File: src/sv/sli_pkg.sv
// ----------------------------------------------------------------------------
// sli_pkg
// Shared types, codes and constants for the sorted list insert/remove core.
// ----------------------------------------------------------------------------
package sli_pkg;

  // Default number of entries the list can hold.
  localparam int DEFAULT_CAPACITY = 16;

  // Fixed field widths.
  localparam int VALUE_W  = 32;
  localparam int STATUS_W = 2;
  localparam int COUNT_W  = 5;

  // Operation codes.
  typedef enum logic {
    OP_INSERT = 1'b0,
    OP_REMOVE = 1'b1
  } op_e;

  // Result status codes.
  typedef enum logic [STATUS_W-1:0] {
    ST_OK        = 2'd0,
    ST_EMPTY     = 2'd1,
    ST_NOT_FOUND = 2'd2,
    ST_FULL      = 2'd3
  } status_e;

  // Request and response items.
  typedef struct packed {
    logic                      opcode;
    logic signed [VALUE_W-1:0] item_value;
  } req_t;

  typedef struct packed {
    logic [STATUS_W-1:0]       status;
    logic signed [VALUE_W-1:0] echoed_value;
    logic [COUNT_W-1:0]        count_after;
  } rsp_t;

  // Controller states.
  typedef enum logic [3:0] {
    S_IDLE,
    S_START,
    S_INS_CHECK,
    S_INS_EVAL,
    S_SCAN_CHECK,
    S_SCAN_EVAL,
    S_DEL_CHECK,
    S_DEL_EVAL,
    S_FINISH
  } state_e;

  // Read address selection relative to the walk index.
  typedef enum logic [1:0] {
    RD_PREV,
    RD_CUR,
    RD_NEXT
  } rd_sel_e;

  // Commands from the controller to the datapath.
  typedef struct packed {
    logic    load;
    logic    rd_en;
    rd_sel_e rd_sel;
    logic    wr_en;
    logic    wr_value;
    logic    idx_inc;
    logic    idx_dec;
    logic    cnt_inc;
    logic    cnt_dec;
    logic    res_load;
    status_e res_status;
  } cmd_t;

  // Status from the datapath to the controller.
  typedef struct packed {
    logic is_remove;
    logic full;
    logic empty;
    logic idx_zero;
    logic idx_at_end;
    logic next_at_end;
    logic rd_less;
    logic rd_equal;
  } stat_t;

endpackage

File: src/sv/sorted_list_insert_remove_core.sv
// ----------------------------------------------------------------------------
// sorted_list_insert_remove_core
// Keeps up to CAPACITY signed values in ascending order; each item inserts or
// removes one value and yields one response with status, value and count.
// ----------------------------------------------------------------------------
// Walk: after accept, the response waits on the walk over the n entries of the RAM:
//   none when full or empty; a remove reads all n entries on a match or a miss past the end,
//   and reads up to the first larger one on other misses; an insert shifts each larger entry
//   up and reads the first smaller one (none when the value becomes the new head).
//   Throughput: one item at a time; an item is taken while the last response still waits.
// Reset clears the count, control and response valid; RAM contents need no clearing.
// ----------------------------------------------------------------------------
module sorted_list_insert_remove_core import sli_pkg::*; #(
  parameter int CAPACITY = DEFAULT_CAPACITY
) (
  input  logic clk,
  input  logic rst,
  input  logic req_valid,
  output logic req_ready,
  input  req_t req,
  output logic rsp_valid,
  input  logic rsp_ready,
  output rsp_t rsp
);

  cmd_t  cmd;
  stat_t stat;

  // Sequencer.
  sli_ctrl u_ctrl (
    .clk      (clk),
    .rst      (rst),
    .req_valid(req_valid),
    .req_ready(req_ready),
    .rsp_valid(rsp_valid),
    .rsp_ready(rsp_ready),
    .stat     (stat),
    .cmd      (cmd)
  );

  // Storage and compare logic.
  sli_dp #(
    .CAPACITY(CAPACITY)
  ) u_dp (
    .clk (clk),
    .rst (rst),
    .req (req),
    .cmd (cmd),
    .stat(stat),
    .rsp (rsp)
  );

endmodule

File: src/sv/sli_ram.sv
// ----------------------------------------------------------------------------
// sli_ram
// Generic single write port, single read port RAM with registered read data.
// ----------------------------------------------------------------------------
module sli_ram #(
  parameter int WIDTH = 32,
  parameter int DEPTH = 16
) (
  input  logic                     clk,
  input  logic                     wr_en,
  input  logic [$clog2(DEPTH)-1:0] wr_addr,
  input  logic [WIDTH-1:0]         wr_data,
  input  logic                     rd_en,
  input  logic [$clog2(DEPTH)-1:0] rd_addr,
  output logic [WIDTH-1:0]         rd_data
);

  logic [WIDTH-1:0] mem [DEPTH];

  // Write port and registered read port.
  always_ff @(posedge clk) begin
    if (wr_en) begin
      mem[wr_addr] <= wr_data;
    end
    if (rd_en) begin
      rd_data <= mem[rd_addr];
    end
  end

endmodule

File: src/sv/sli_dp.sv
// ----------------------------------------------------------------------------
// sli_dp
// Datapath: latched item, walk index, entry count, entry RAM and the
// response register.
// ----------------------------------------------------------------------------
module sli_dp import sli_pkg::*; #(
  parameter int CAPACITY = DEFAULT_CAPACITY
) (
  input  logic  clk,
  input  logic  rst,
  input  req_t  req,
  input  cmd_t  cmd,
  output stat_t stat,
  output rsp_t  rsp
);

  localparam int AW = (CAPACITY > 1) ? $clog2(CAPACITY) : 1;
  localparam int IW = $clog2(CAPACITY + 1);
  localparam logic [IW-1:0] CAP_IW = IW'(CAPACITY);
  localparam logic [IW-1:0] ONE_IW = IW'(1);

  logic                      op;
  logic signed [VALUE_W-1:0] value;
  logic [IW-1:0]             idx;
  logic [IW-1:0]             count;
  logic [IW-1:0]             rd_idx;
  logic [VALUE_W-1:0]        rd_data;
  logic [VALUE_W-1:0]        wr_data;

  // Latched item.
  always_ff @(posedge clk) begin
    if (cmd.load) begin
      op    <= req.opcode;
      value <= req.item_value;
    end
  end

  // Walk index: removes scan upward from the head, inserts walk down from the tail.
  always_ff @(posedge clk) begin
    if (cmd.load) begin
      idx <= req.opcode ? '0 : count;
    end else if (cmd.idx_inc) begin
      idx <= idx + ONE_IW;
    end else if (cmd.idx_dec) begin
      idx <= idx - ONE_IW;
    end
  end

  // Entry count.
  always_ff @(posedge clk) begin
    if (rst) begin
      count <= '0;
    end else if (cmd.cnt_inc) begin
      count <= count + ONE_IW;
    end else if (cmd.cnt_dec) begin
      count <= count - ONE_IW;
    end
  end

  // Read address next to the walk index.
  always_comb begin
    case (cmd.rd_sel)
      RD_PREV: rd_idx = idx - ONE_IW;
      RD_CUR:  rd_idx = idx;
      RD_NEXT: rd_idx = idx + ONE_IW;
      default: rd_idx = idx;
    endcase
  end

  assign wr_data = cmd.wr_value ? value : rd_data;

  sli_ram #(
    .WIDTH(VALUE_W),
    .DEPTH(CAPACITY)
  ) u_ram (
    .clk    (clk),
    .wr_en  (cmd.wr_en),
    .wr_addr(idx[AW-1:0]),
    .wr_data(wr_data),
    .rd_en  (cmd.rd_en),
    .rd_addr(rd_idx[AW-1:0]),
    .rd_data(rd_data)
  );

  // Status toward the controller.
  always_comb begin
    stat.is_remove   = (op == OP_REMOVE);
    stat.full        = (count == CAP_IW);
    stat.empty       = (count == '0);
    stat.idx_zero    = (idx == '0);
    stat.idx_at_end  = (idx == count);
    stat.next_at_end = ((idx + ONE_IW) == count);
    stat.rd_less     = ($signed(rd_data) < value);
    stat.rd_equal    = ($signed(rd_data) == value);
  end

  // Response register.
  always_ff @(posedge clk) begin
    if (cmd.res_load) begin
      rsp.status       <= cmd.res_status;
      rsp.echoed_value <= value;
      rsp.count_after  <= COUNT_W'(count);
    end
  end

endmodule

File: src/sv/sli_ctrl.sv
// ----------------------------------------------------------------------------
// sli_ctrl
// Controller: sequences the search and shift walks over the entry RAM and
// runs both handshakes.
// ----------------------------------------------------------------------------
module sli_ctrl import sli_pkg::*; (
  input  logic  clk,
  input  logic  rst,
  input  logic  req_valid,
  output logic  req_ready,
  output logic  rsp_valid,
  input  logic  rsp_ready,
  input  stat_t stat,
  output cmd_t  cmd
);

  state_e  state, state_next;
  status_e code, code_next;
  logic    rsp_valid_next;

  // State, result code and response valid registers.
  always_ff @(posedge clk) begin
    if (rst) begin
      state     <= S_IDLE;
      code      <= ST_OK;
      rsp_valid <= 1'b0;
    end else begin
      state     <= state_next;
      code      <= code_next;
      rsp_valid <= rsp_valid_next;
    end
  end

  // Next state and commands.
  always_comb begin
    state_next     = state;
    code_next      = code;
    cmd            = '0;
    cmd.rd_sel     = RD_CUR;
    cmd.res_status = code;
    req_ready      = 1'b0;
    rsp_valid_next = rsp_valid && !rsp_ready;

    case (state)
      // No item is taken while reset is held.
      S_IDLE: begin
        req_ready = !rst;
        if (req_valid && !rst) begin
          cmd.load   = 1'b1;
          state_next = S_START;
        end
      end

      // Screen out the full and empty cases.
      S_START: begin
        if (!stat.is_remove) begin
          if (stat.full) begin
            code_next  = ST_FULL;
            state_next = S_FINISH;
          end else begin
            state_next = S_INS_CHECK;
          end
        end else begin
          if (stat.empty) begin
            code_next  = ST_EMPTY;
            state_next = S_FINISH;
          end else begin
            state_next = S_SCAN_CHECK;
          end
        end
      end

      // Insert: place the value at the head or read the entry below.
      S_INS_CHECK: begin
        if (stat.idx_zero) begin
          cmd.wr_en    = 1'b1;
          cmd.wr_value = 1'b1;
          cmd.cnt_inc  = 1'b1;
          code_next    = ST_OK;
          state_next   = S_FINISH;
        end else begin
          cmd.rd_en  = 1'b1;
          cmd.rd_sel = RD_PREV;
          state_next = S_INS_EVAL;
        end
      end

      // Insert: a smaller entry stops the walk, others move up one place.
      S_INS_EVAL: begin
        cmd.wr_en = 1'b1;
        if (stat.rd_less) begin
          cmd.wr_value = 1'b1;
          cmd.cnt_inc  = 1'b1;
          code_next    = ST_OK;
          state_next   = S_FINISH;
        end else begin
          cmd.idx_dec = 1'b1;
          state_next  = S_INS_CHECK;
        end
      end

      // Remove: scan for the first entry not smaller than the value.
      S_SCAN_CHECK: begin
        if (stat.idx_at_end) begin
          code_next  = ST_NOT_FOUND;
          state_next = S_FINISH;
        end else begin
          cmd.rd_en  = 1'b1;
          cmd.rd_sel = RD_CUR;
          state_next = S_SCAN_EVAL;
        end
      end

      S_SCAN_EVAL: begin
        if (stat.rd_less) begin
          cmd.idx_inc = 1'b1;
          state_next  = S_SCAN_CHECK;
        end else if (stat.rd_equal) begin
          state_next = S_DEL_CHECK;
        end else begin
          code_next  = ST_NOT_FOUND;
          state_next = S_FINISH;
        end
      end

      // Remove: pull the entries above the match down one place.
      S_DEL_CHECK: begin
        if (stat.next_at_end) begin
          cmd.cnt_dec = 1'b1;
          code_next   = ST_OK;
          state_next  = S_FINISH;
        end else begin
          cmd.rd_en  = 1'b1;
          cmd.rd_sel = RD_NEXT;
          state_next = S_DEL_EVAL;
        end
      end

      S_DEL_EVAL: begin
        cmd.wr_en   = 1'b1;
        cmd.idx_inc = 1'b1;
        state_next  = S_DEL_CHECK;
      end

      // Hand the result to the response register once it is free.
      S_FINISH: begin
        if (!rsp_valid || rsp_ready) begin
          cmd.res_load   = 1'b1;
          rsp_valid_next = 1'b1;
          state_next     = S_IDLE;
        end
      end

      default: begin
        state_next = S_IDLE;
      end
    endcase
  end

endmodule
File: config.mk
export PLATFORM = sky130hd
export DESIGN_NAME = sorted_list_insert_remove_core
export DESIGN_NICKNAME = d
export VERILOG_FILES = /design/src/sv/sli_pkg.sv /design/src/sv/sorted_list_insert_remove_core.sv /design/src/sv/sli_ram.sv /design/src/sv/sli_dp.sv /design/src/sv/sli_ctrl.sv
export SDC_FILE = /design/constraint.sdc
export NUM_CORES = 1
export LEC_CHECK = 0
export BUFFER_PORTS_ARGS = -buffer_cell sky130_fd_sc_hd__buf_2
export CAP_MARGIN = 10
export CORE_MARGIN = 2
export CORE_UTILIZATION = 30
export CTS_CLUSTER_DIAMETER = 100
export DETAILED_ROUTE_END_ITERATION = 7
export GPL_TIMING_DRIVEN = 0
export PLACE_DENSITY = 0.55
export SYNTH_ARGS = -nofsm -noshare
export SYNTH_HDL_FRONTEND = slang
export SYNTH_SLANG_ARGS = --single-unit
File: constraint.sdc
create_clock -name clk -period 5.9 [get_ports clk]
set_input_delay 0.295 -clock clk [delete_from_list [all_inputs] [get_ports clk]]
set_output_delay 0.295 -clock clk [all_outputs]
set_load 0.01 [all_outputs]
---- Word-level counts from Yosys, hierarchy flattened ----
Memory sizes are Yosys's and may differ from the RTL's. A register that Yosys moved wholly into a read port is not among the register bits.
Cells that the tools add are included.
storage, ports and cells
  word-level logic and storage cells ...... 109
  memories kept ........................... 1
  register bits ........................... 89
  memory bits (writable) .................. 512
  bits of input ports ..................... 37
cells by class
  add/sub/neg operators ................... 4
  magnitude comparators ................... 1
  muxes and demuxes ....................... 54
  reductions and logical operators ........ 16
  eq/ne operators ......................... 23
memories
  memory          words  bits a word  read ports  clocked after memory_dff  wr ports  line           source
  u_dp.u_ram.mem  16     32           1           1                         1         sli_ram.sv:18  logic [WIDTH-1:0] mem [DEPTH];
operator list
  operator             number
  $mux 4               11
  $pmux 4 s9           1
  $eq 32x32->1         1
  $lt 32x32->1         1
  $mux 32              1
  $mux 5               6
  $mux 2               10
  $eq 4x3->1 const B   4
  $mux 1               15
  $ne 2x2->1 const B   6
  $pmux 2 s6           1
  $add 5x1->5 const B  2
  $eq 5x5->1           2
  $logic_not 5->1      2
  $sub 5x1->5 const B  2
  $mux 3               3
  $pmux 3 s3           1
  $reduce_and 9->1     1
  $eq 4x2->1 const B   2
  $pmux 1 s2           4
  $pmux 4 s2           1
  $reduce_bool 6->1    1
  $eq 5x5->1 const B   1
  $eq 4x1->1 const B   1
  14 further kinds     18

---- Longest topological paths before layout ----
Gate-level depths: netlist (run 1).
  word-level depth ........................ 6
  mapped depth ............................ 18
  gate-level depth less buffers ........... 16

---- Hierarchy ----
From an unflattened synthesis (run 1), not the netlist that was laid out.
unflattened totals
  cells, all modules ...................... 1243
  area total of the unflattened synthesis .. 24985.2 um^2
modules (own cells, without submodules)
  module    cells each  seq. area each (um^2)  instances  area each (um^2)
  sli_ram   838         16335.7                1          20155.6
  sli_dp    324         2412.3                 1          4210.3
  sli_ctrl  81          140.1                  1          619.3

---- Worst setup path before layout (run 1) ----
OpenSTA, ideal clock, no wires.
  path kind ............................... register -> register
  from .................................... register u_ctrl.state[1]
  to ...................................... register, netlist name u_dp.rsp[0]
  slack ................................... 1.810 ns
  cell stages (with the launch flop) ...... 4
  library setup time ...................... 0.484 ns
  clock period less this slack ............ 4.090 ns
  path buffers ............................ 1
  data arrival time ....................... 3.607 ns
  path through ............................ dfxtp_1 clkbuf_1 or3_1 nor3_1
RTL lines
  element                   line            source
  start: declaration        sli_ctrl.sv:17  state_e state, state_next;
  start signal: assignment  sli_ctrl.sv:28  state <= state_next;

---- Final worst setup path (run 1) ----
  from .................................... register u_dp.value[15]
  to ...................................... register u_dp.count[4]
between the ends
  longest elaborated chain between the ends .. 4
ends and longest elaborated chain
  element                                      line            source
  start: declaration                           sli_dp.sv:23    logic signed [VALUE_W-1:0] value;
  start signal: assignment                     sli_dp.sv:34    value <= req.item_value;
  $lt 32x32->1 *                               sli_dp.sv:93    stat.rd_less = ($signed(rd_data) < value);
  $mux 1 *                                     sli_ctrl.sv:91  if (stat.rd_less) begin
  $pmux 1 s2 *                                 sli_ctrl.sv:44  case (state)
  $mux 5 or $reduce_bool 2->1 (tied branches)  --
  end signal: assignment                       sli_dp.sv:54    count <= count + ONE_IW;
  end signal: assignment                       sli_dp.sv:56    count <= count - ONE_IW;
  end: declaration                             sli_dp.sv:25    logic [IW-1:0] count;
Every way passes the cells marked *; elsewhere a longest branch is shown, timed or not.
A chain may end at the register's enable or synchronous reset.

==> results of run 1 <==
-- through the flow --
step / total power, W / std cells
after CTS: 0.01142 / 3177
after global placement: 0.007072 / 2963
final: 0.01135 / 3177
after global routing: 0.01176 / 3177
after floorplan: 0.006396 / 1742
after detailed placement: 0.007150 / 3015
-- flip-flops by register name, summed over array words and instances (netlist names) --
name                count
u_dp.u_ram.rd_data     32
u_ctrl.state            4
u_dp.idx                5
u_dp.op                 1
u_dp.value             32
u_dp.count              5
u_ctrl.code             2
u_ctrl.rsp_valid        1
u_dp.u_ram.mem        512
u_dp.rsp               39
-- cells in the mapped netlist, types with 3 or more instances --
library cell  number
nand4b_1           5
a221oi_1           3
nand3b_1           4
nand4_1           10
o31ai_1           33
or3_1              8
a211oi_1          97
nor2b_1            6
o21ai_0           40
nand2b_1           6
or2_2              4
xnor2_1            6
o211a_1           32
dfxtp_1           12
nand2_1          243
buf_2             39
inv_1             45
buf_4              6
nor3_1             6
and3_1           101
nand3_1           13
nor2_1            37
a21o_1            10
o211ai_1           4
mux2i_1           67
buf_6              3
a311oi_1          33
edfxtp_1         621
a32oi_1           65
ha_1              41
clkbuf_1          67
xor2_1             5
a21oi_1           23
-- worst max-delay path by stage --
stage,start,end,slack (ns),cells past startpoint
final,u_dp.value[15],u_dp.count[4],0.49,18
after global routing,u_dp.value[15],u_dp.count[4],0.13,18
after CTS,u_dp.value[15],u_dp.count[4],0.26,17
after detailed placement,u_dp.value[15],u_dp.count[4],-0.23,17
after global placement,u_ctrl.state[1],u_dp.rsp[26],-1.49,3
after floorplan,u_ctrl.state[1],u_dp.rsp[0],1.81,3
-- routing by layer --
layer  global-route usage  part of all wire  wire length, um
met5             0.003788           0.00076               57
met3              0.04623             0.088             6536
met4              0.05456             0.029             2186
met1               0.2168              0.42            31150
met2               0.2649              0.46            34660
-- repair_timing --
action	4_1_cts	5_1_grt
hold buffers	34	0
gates resized for setup	2	2
setup endpoints to repair	1	1
endpoints found under the hold margin	34	0
-- cell usage in the layout (no fill, tap or decap), types with 19 or more instances in the layout --
master and n:
dlygate4sd3_1 34, nand2_1 243, o211a_1 32, buf_4 20
and3_1 101, a211oi_1 97, buf_2 129, clkbuf_16 73
a32oi_1 65, inv_1 45, a21oi_1 23, mux2i_1 67
a311oi_1 33, ha_1 41, clkbuf_1 75, edfxtp_1 621
o31ai_1 33, clkinv_1 19, nor2_1 21, o21ai_0 26
-- logic make-up (layout without fill, tap and decap cells) --
family                   Yosys count  after routing  share of synthesized area
flip-flops                       633            633                     0.7271
AO/OA/AOI/OAI                    366            366                     0.1087
multiplexers                      69             69                    0.02668
AND/OR/NAND/NOR                  458            458                    0.08569
XOR/XNOR                          12             12                   0.004335
adder cells (fa/ha/maj)           42             42                    0.02052
buffers and inverters            162            453                    0.02702
-- power groups by stage --
stage / clock (W) / sequential, W / combinational, W
global route: 0.00452 / 0.00522 / 0.00202
CTS: 0.00434 / 0.00521 / 0.00187
finish: 0.00425 / 0.00521 / 0.00188
detailed placement: 0 / 0.00531 / 0.00184
floorplan: 0 / 0.00531 / 0.00108
global placement: 0 / 0.00533 / 0.00174
-- final cells by class --
class	instances	area, sq um	share of cell area
repair buffers	163	1405	0.04506
plain buffers	116	531.8	0.01705
clock inverters	42	322.8	0.01035
flip-flops and latches	633	18890	0.6057
clock buffers	86	1906	0.06111
well taps	1144	1431	0.04590
multi-input cells	947	6524	0.2092
inverters	46	173.9	0.005577
-- worst min-delay path, cell delays in order --
cell and delay (ns):
buf_2 0.08, nor2b_1 0.07, a21oi_1 0.12, nor2_1 0.04
==> results.yml, run 1 <==
pwr:
  p_per_area_nw_per_um2: 363.9
  max-vdd-ir-drop_uv: 206.2
  comb_power_share: 0.166
  leakage_nw: 10.85
  netSwitchingFraction: 0.2738
  p_int_w: 0.008241
  p_clk_frac: 0.375
  p_sw_w: 0.003107
  p_seq_frac: 0.460
synthesis:
  synthCells: 1742
  ys.flop_type: "edfxtp_1"
  syn_area_sq_um: 25980
  ys.warnings.count: 0
  synth_cell_types: 70
  synth_area_leaders: "edfxtp_1, nand2_1, a211oi_1, mux2i_1, and3_1"
  synth_top_area_frac: 0.7178
  syn_nets: 1821
  async_reset_ff_frac: 0
  ys_seq_elements: 633
  synth_enable_flop_cells: 621
  yosysTopAreaCell: "edfxtp_1"
  avgSynthCellArea_sq_um: 14.91
  ys_seq_area_frac: 0.7271
floorplanning:
  io_pins: 78
  die_area_sq_um: 88960
  core_area_sq_um: 85550
  rows: 107
  start_util: 0.3037
  die_w_um: 298.3
  fp.dieH_um: 298.3
clock_network:
  root_buffer: "clkbuf_16"
  cts_made_buffers: 73
  post-cts-setup-buffers: 0
  cts_tree: "built"
  clock_sinks: 633
  cts_max_level: 3
  insertion_delay_ns: 0.62
  cts_buffer_depth: 3
  clkTransAtPathRegs_ns: 0.06
critical_path:
  crit_path_end_kind: "register"
  path_delay_family: "compound AO/OA/AOI/OAI gates"
  rr_endpoint: "u_dp.count[4]"
  rr_startpoint: "u_dp.value[15]"
  crit_type: "register to register"
  path_cells: "inv_1, ha_1, nand4_1, or3_1, a21oi_1, o31ai_1, a31o_2, a21boi_1, clkbuf_2, clkbuf_2, inv_1, fa_1, inv_1, a21o_1, a21oi_1, and3_1, a21oi_1, o22ai_1"
  critPathRequiredTime_ns: 6.38
  critical_path.max_fanout: 13
  cp.arrival_ns: 5.89
  start_kind: "register"
  slowest_stage: "edfxtp_1"
  path_buf_inv: 5
  ff2ff_path_depth: 18
  rrSetupSlack_ns: 0.49
  slowest_delay_ns: 0.64
min_path:
  min_path_type: "input port to register"
  min_from: "rsp_ready"
  hold_depth: 4
  min_to: "u_ctrl.rsp_valid"
grt:
  grt_overflow: 0
  grt_pass1_wl_mm: 108.7
  grt_pass1_vias: 16390
  grt_usage: 0.1658
  grt_max_degree: 30
  antenna_found_initial: 4
placement:
  dp_slack_ns: -0.2346
  gp_congestion: 0.8473
  placed_cell_area_sq_um: 28610
  detailed_place_hpwl_mm: 50.40
  port_buffers: 77
route:
  drcViolationCount: 0
  viasPerCell: 5.145
  wl_mm: 74.60
  antenna_left: 0
  initialDrtViolationCount: 1677
  dr.pass1.iters: 5
  vias: 16350
  wl_per_cell_um: 23.48
timing:
  slew_headroom: 0.3222
  period_share: 0.9164
  fin_skew_ns: 0.02866
  slew_viol_final: 0
  holdWs_ns: 0.03621
  rsz0062_at_grt: "no"
  worst_slew_pin_slew_ns: 1.006
  clock.fmax_ghz: 0.1850
  period_minus_slack_ns: 5.407
  hold_viol: 0
  setup_viol: 0
  finalSetupTns_ns: 0
  worst_slack_ns: 0.4933
finish:
  design_area_sq_um: 31180
  syn_to_final_growth_pct: 20.04
  num-fill-cells: 8027
  layout.nets: 2059
  fin_util: 0.3645
  diodes: 0
  drive_gt1_frac: 0.1554
run:
  cap_violations: 0
outcome:
  outcome: "finished clean"
(Power assumes the default switching activity.)
==> inputs of run 2 (changes only) <==
CTS_BUF_LIST = sky130_fd_sc_hd__clkbuf_4 sky130_fd_sc_hd__clkbuf_8 sky130_fd_sc_hd__clkbuf_16   (was unset)
PLACE_DENSITY = unset   (was 0.55)
PLACE_DENSITY_LB_ADDON = 0.08   (was unset)
==> run 2 against run 1 <==
  * Wire length grew 6.5%
  * Critical path depth shrank 7
  * Die area is the same
  * Non-clock buffer count shrank 6
  * Utilization is essentially flat
  * Hold slack gained 0.0055 ns
==> results.yml, run 2 (same netlist as run 1, synthesis figures left out) <==
outcome:
  outcome: "finished clean"
floorplanning:
  core_area_sq_um: 85550
  die_w_um: 298.3
  start_util: 0.3037
  io_pins: 78
  die_area_sq_um: 88960
  rows: 107
  fp.dieH_um: 298.3
critical_path:
  cp.arrival_ns: 5.94
  path_buf_inv: 3
  slowest_delay_ns: 0.83
  critPathRequiredTime_ns: 6.16
  rrSetupSlack_ns: 0.22
  start_kind: "register"
  critical_path.max_fanout: 22
  crit_path_end_kind: "register"
  path_cells: "inv_1, ha_1, nand4_1, o311ai_1, o31ai_1, a31o_2, a21boi_1, clkbuf_2, buf_2, nand2_1, o21ai_1"
  crit_type: "register to register"
  slowest_stage: "o311ai_1"
  rr_endpoint: "u_dp.u_ram.mem[5][23]"
  path_delay_family: "compound AO/OA/AOI/OAI gates"
  ff2ff_path_depth: 11
  rr_startpoint: "u_dp.value[15]"
route:
  dr.pass1.iters: 7
  wl_mm: 79.46
  antenna_left: 0
  viasPerCell: 5.070
  wl_per_cell_um: 25.03
  initialDrtViolationCount: 1285
  drcViolationCount: 0
  vias: 16090
pwr:
  p_clk_frac: 0.377
  total_power_w: 0.01143
  p_seq_frac: 0.456
  netSwitchingFraction: 0.2773
  p_sw_w: 0.003170
  comb_power_share: 0.167
  p_per_area_nw_per_um2: 366.9
  max-vdd-ir-drop_uv: 175.3
  p_int_w: 0.008261
  leakage_nw: 10.86
finish:
  drive_gt1_frac: 0.1586
  num-fill-cells: 8098
  fin_cells: 3174
  largestRegisters: "u_dp.u_ram.mem: 512 flops, u_dp.rsp: 39 flops"
  final_common_cell: "edfxtp_1"
  syn_to_final_growth_pct: 19.94
  layout_common_cells: "edfxtp_1, nand2_1, buf_2"
  seq_area_sq_um: 18890
  layout.nets: 2054
  largest_register_ffs: 512
  diodes: 0
  top_register: "u_dp.u_ram.mem"
  multi_input_area_sq_um: 6530
placement:
  detailed_place_hpwl_mm: 55.73
  dpl.cell_count: 3010
  gp_congestion: 0.7761
  port_buffers: 77
grt:
  grt_max_degree: 27
  grt_overflow: 0
  grt_usage: 0.1782
  grt_pass1_wl_mm: 115.7
  grt_pass1_vias: 16360
  antenna_found_initial: 2
clock_network:
  root_buffer: "clkbuf_16"
  clock_sinks: 633
  cts_made_buffers: 74
  insertion_delay_ns: 0.62
  post-cts-setup-buffers: 0
  cts_buffer_depth: 3
  cts_tree: "built"
  clkTransAtPathRegs_ns: 0.06
  cts_max_level: 3
timing:
  period_minus_slack_ns: 5.678
  slew_viol_final: 0
  hold_viol: 0
  worst_slew_pin_slew_ns: 1.129
  slew_headroom: 0.2421
  clock.fmax_ghz: 0.1761
  fin_skew_ns: 0.02567
  rsz0062_at_grt: "no"
  setup_viol: 0
  holdWs_ns: 0.04174
  period_share: 0.9624
min_path:
  min_from: "rsp_ready"
  hold_depth: 4
  min_to: "u_ctrl.state[3]"
  min_path_type: "input port to register"
run:
  cap_violations: 0
run 2: metrics by stage:
stage          setup TNS (ns)  setup slack [ns]  utilization  instance area, sq um
3_5_place_dp           -77.79            -1.003       0.3338                 28550
4_1_cts                     0            0.2405       0.3642                 31160
6_report                    0            0.2220       0.3642                 31160
2_1_floorplan               0             1.810            -                 25980
3_3_place_gp          -556.22            -1.529       0.3249                 27790
5_1_grt                     0           0.05056       0.3642                 31160
run 2: final cells by class:
cell class	count	area share
Sequential cell	633	0.6062
Multi-Input combinational cell	947	0.2096
Clock buffer	92	0.06433
Tap cell	1144	0.04594
Timing Repair Buffer	158	0.04325
Buffer	115	0.01691
Clock inverter	39	0.008232
Inverter	46	0.005582
run 2: metal layers:
layer  track usage  share of wire
met5             0        0.00034
met1        0.2445           0.46
met3       0.02705          0.046
met2        0.2925           0.47
met4       0.05097          0.022
run 2: worst max path at each step:
stage / from / endpoint / slack, ns / cells after the start
6_report: u_dp.value[15] / u_dp.u_ram.mem[5][23] / 0.22 / 11
5_1_grt: u_dp.value[15] / u_dp.u_ram.mem[8][19] / 0.05 / 11
4_1_cts: u_dp.value[15] / u_dp.count[4] / 0.24 / 14
3_5_place_dp: u_dp.value[15] / u_dp.count[4] / -1.00 / 17
3_3_place_gp: u_ctrl.state[1] / u_dp.rsp[23] / -1.53 / 3
2_1_floorplan: u_ctrl.state[1] / u_dp.rsp[0] / 1.81 / 3
run 2: power by group through the flow:
stage,registers (W),logic [W],clock network [W]
after floorplan,0.00531,0.00108,0
after detailed placement,0.00530,0.00192,0
final,0.00521,0.00191,0.00431
after global placement,0.00533,0.00185,0
after global routing,0.00522,0.00209,0.00459
after CTS,0.00521,0.00195,0.00442
run 2: worst register-to-register path, cell delays in order, from the launching register on:
cell and delay, ns:
edfxtp_1 0.59, inv_1 0.14, ha_1 0.33, nand4_1 0.27, o311ai_1 0.83, o31ai_1 0.28, a31o_2 0.39, a21boi_1 0.59
clkbuf_2 0.73, buf_2 0.47, nand2_1 0.11, o21ai_1 0.58
run 2: what timing repair did:
item / CTS / global route
hold buffers: 34 / 0
endpoints found under the hold margin: 34 / 0
resized for setup: 4 / 0
setup endpoints to repair: 356 / 0
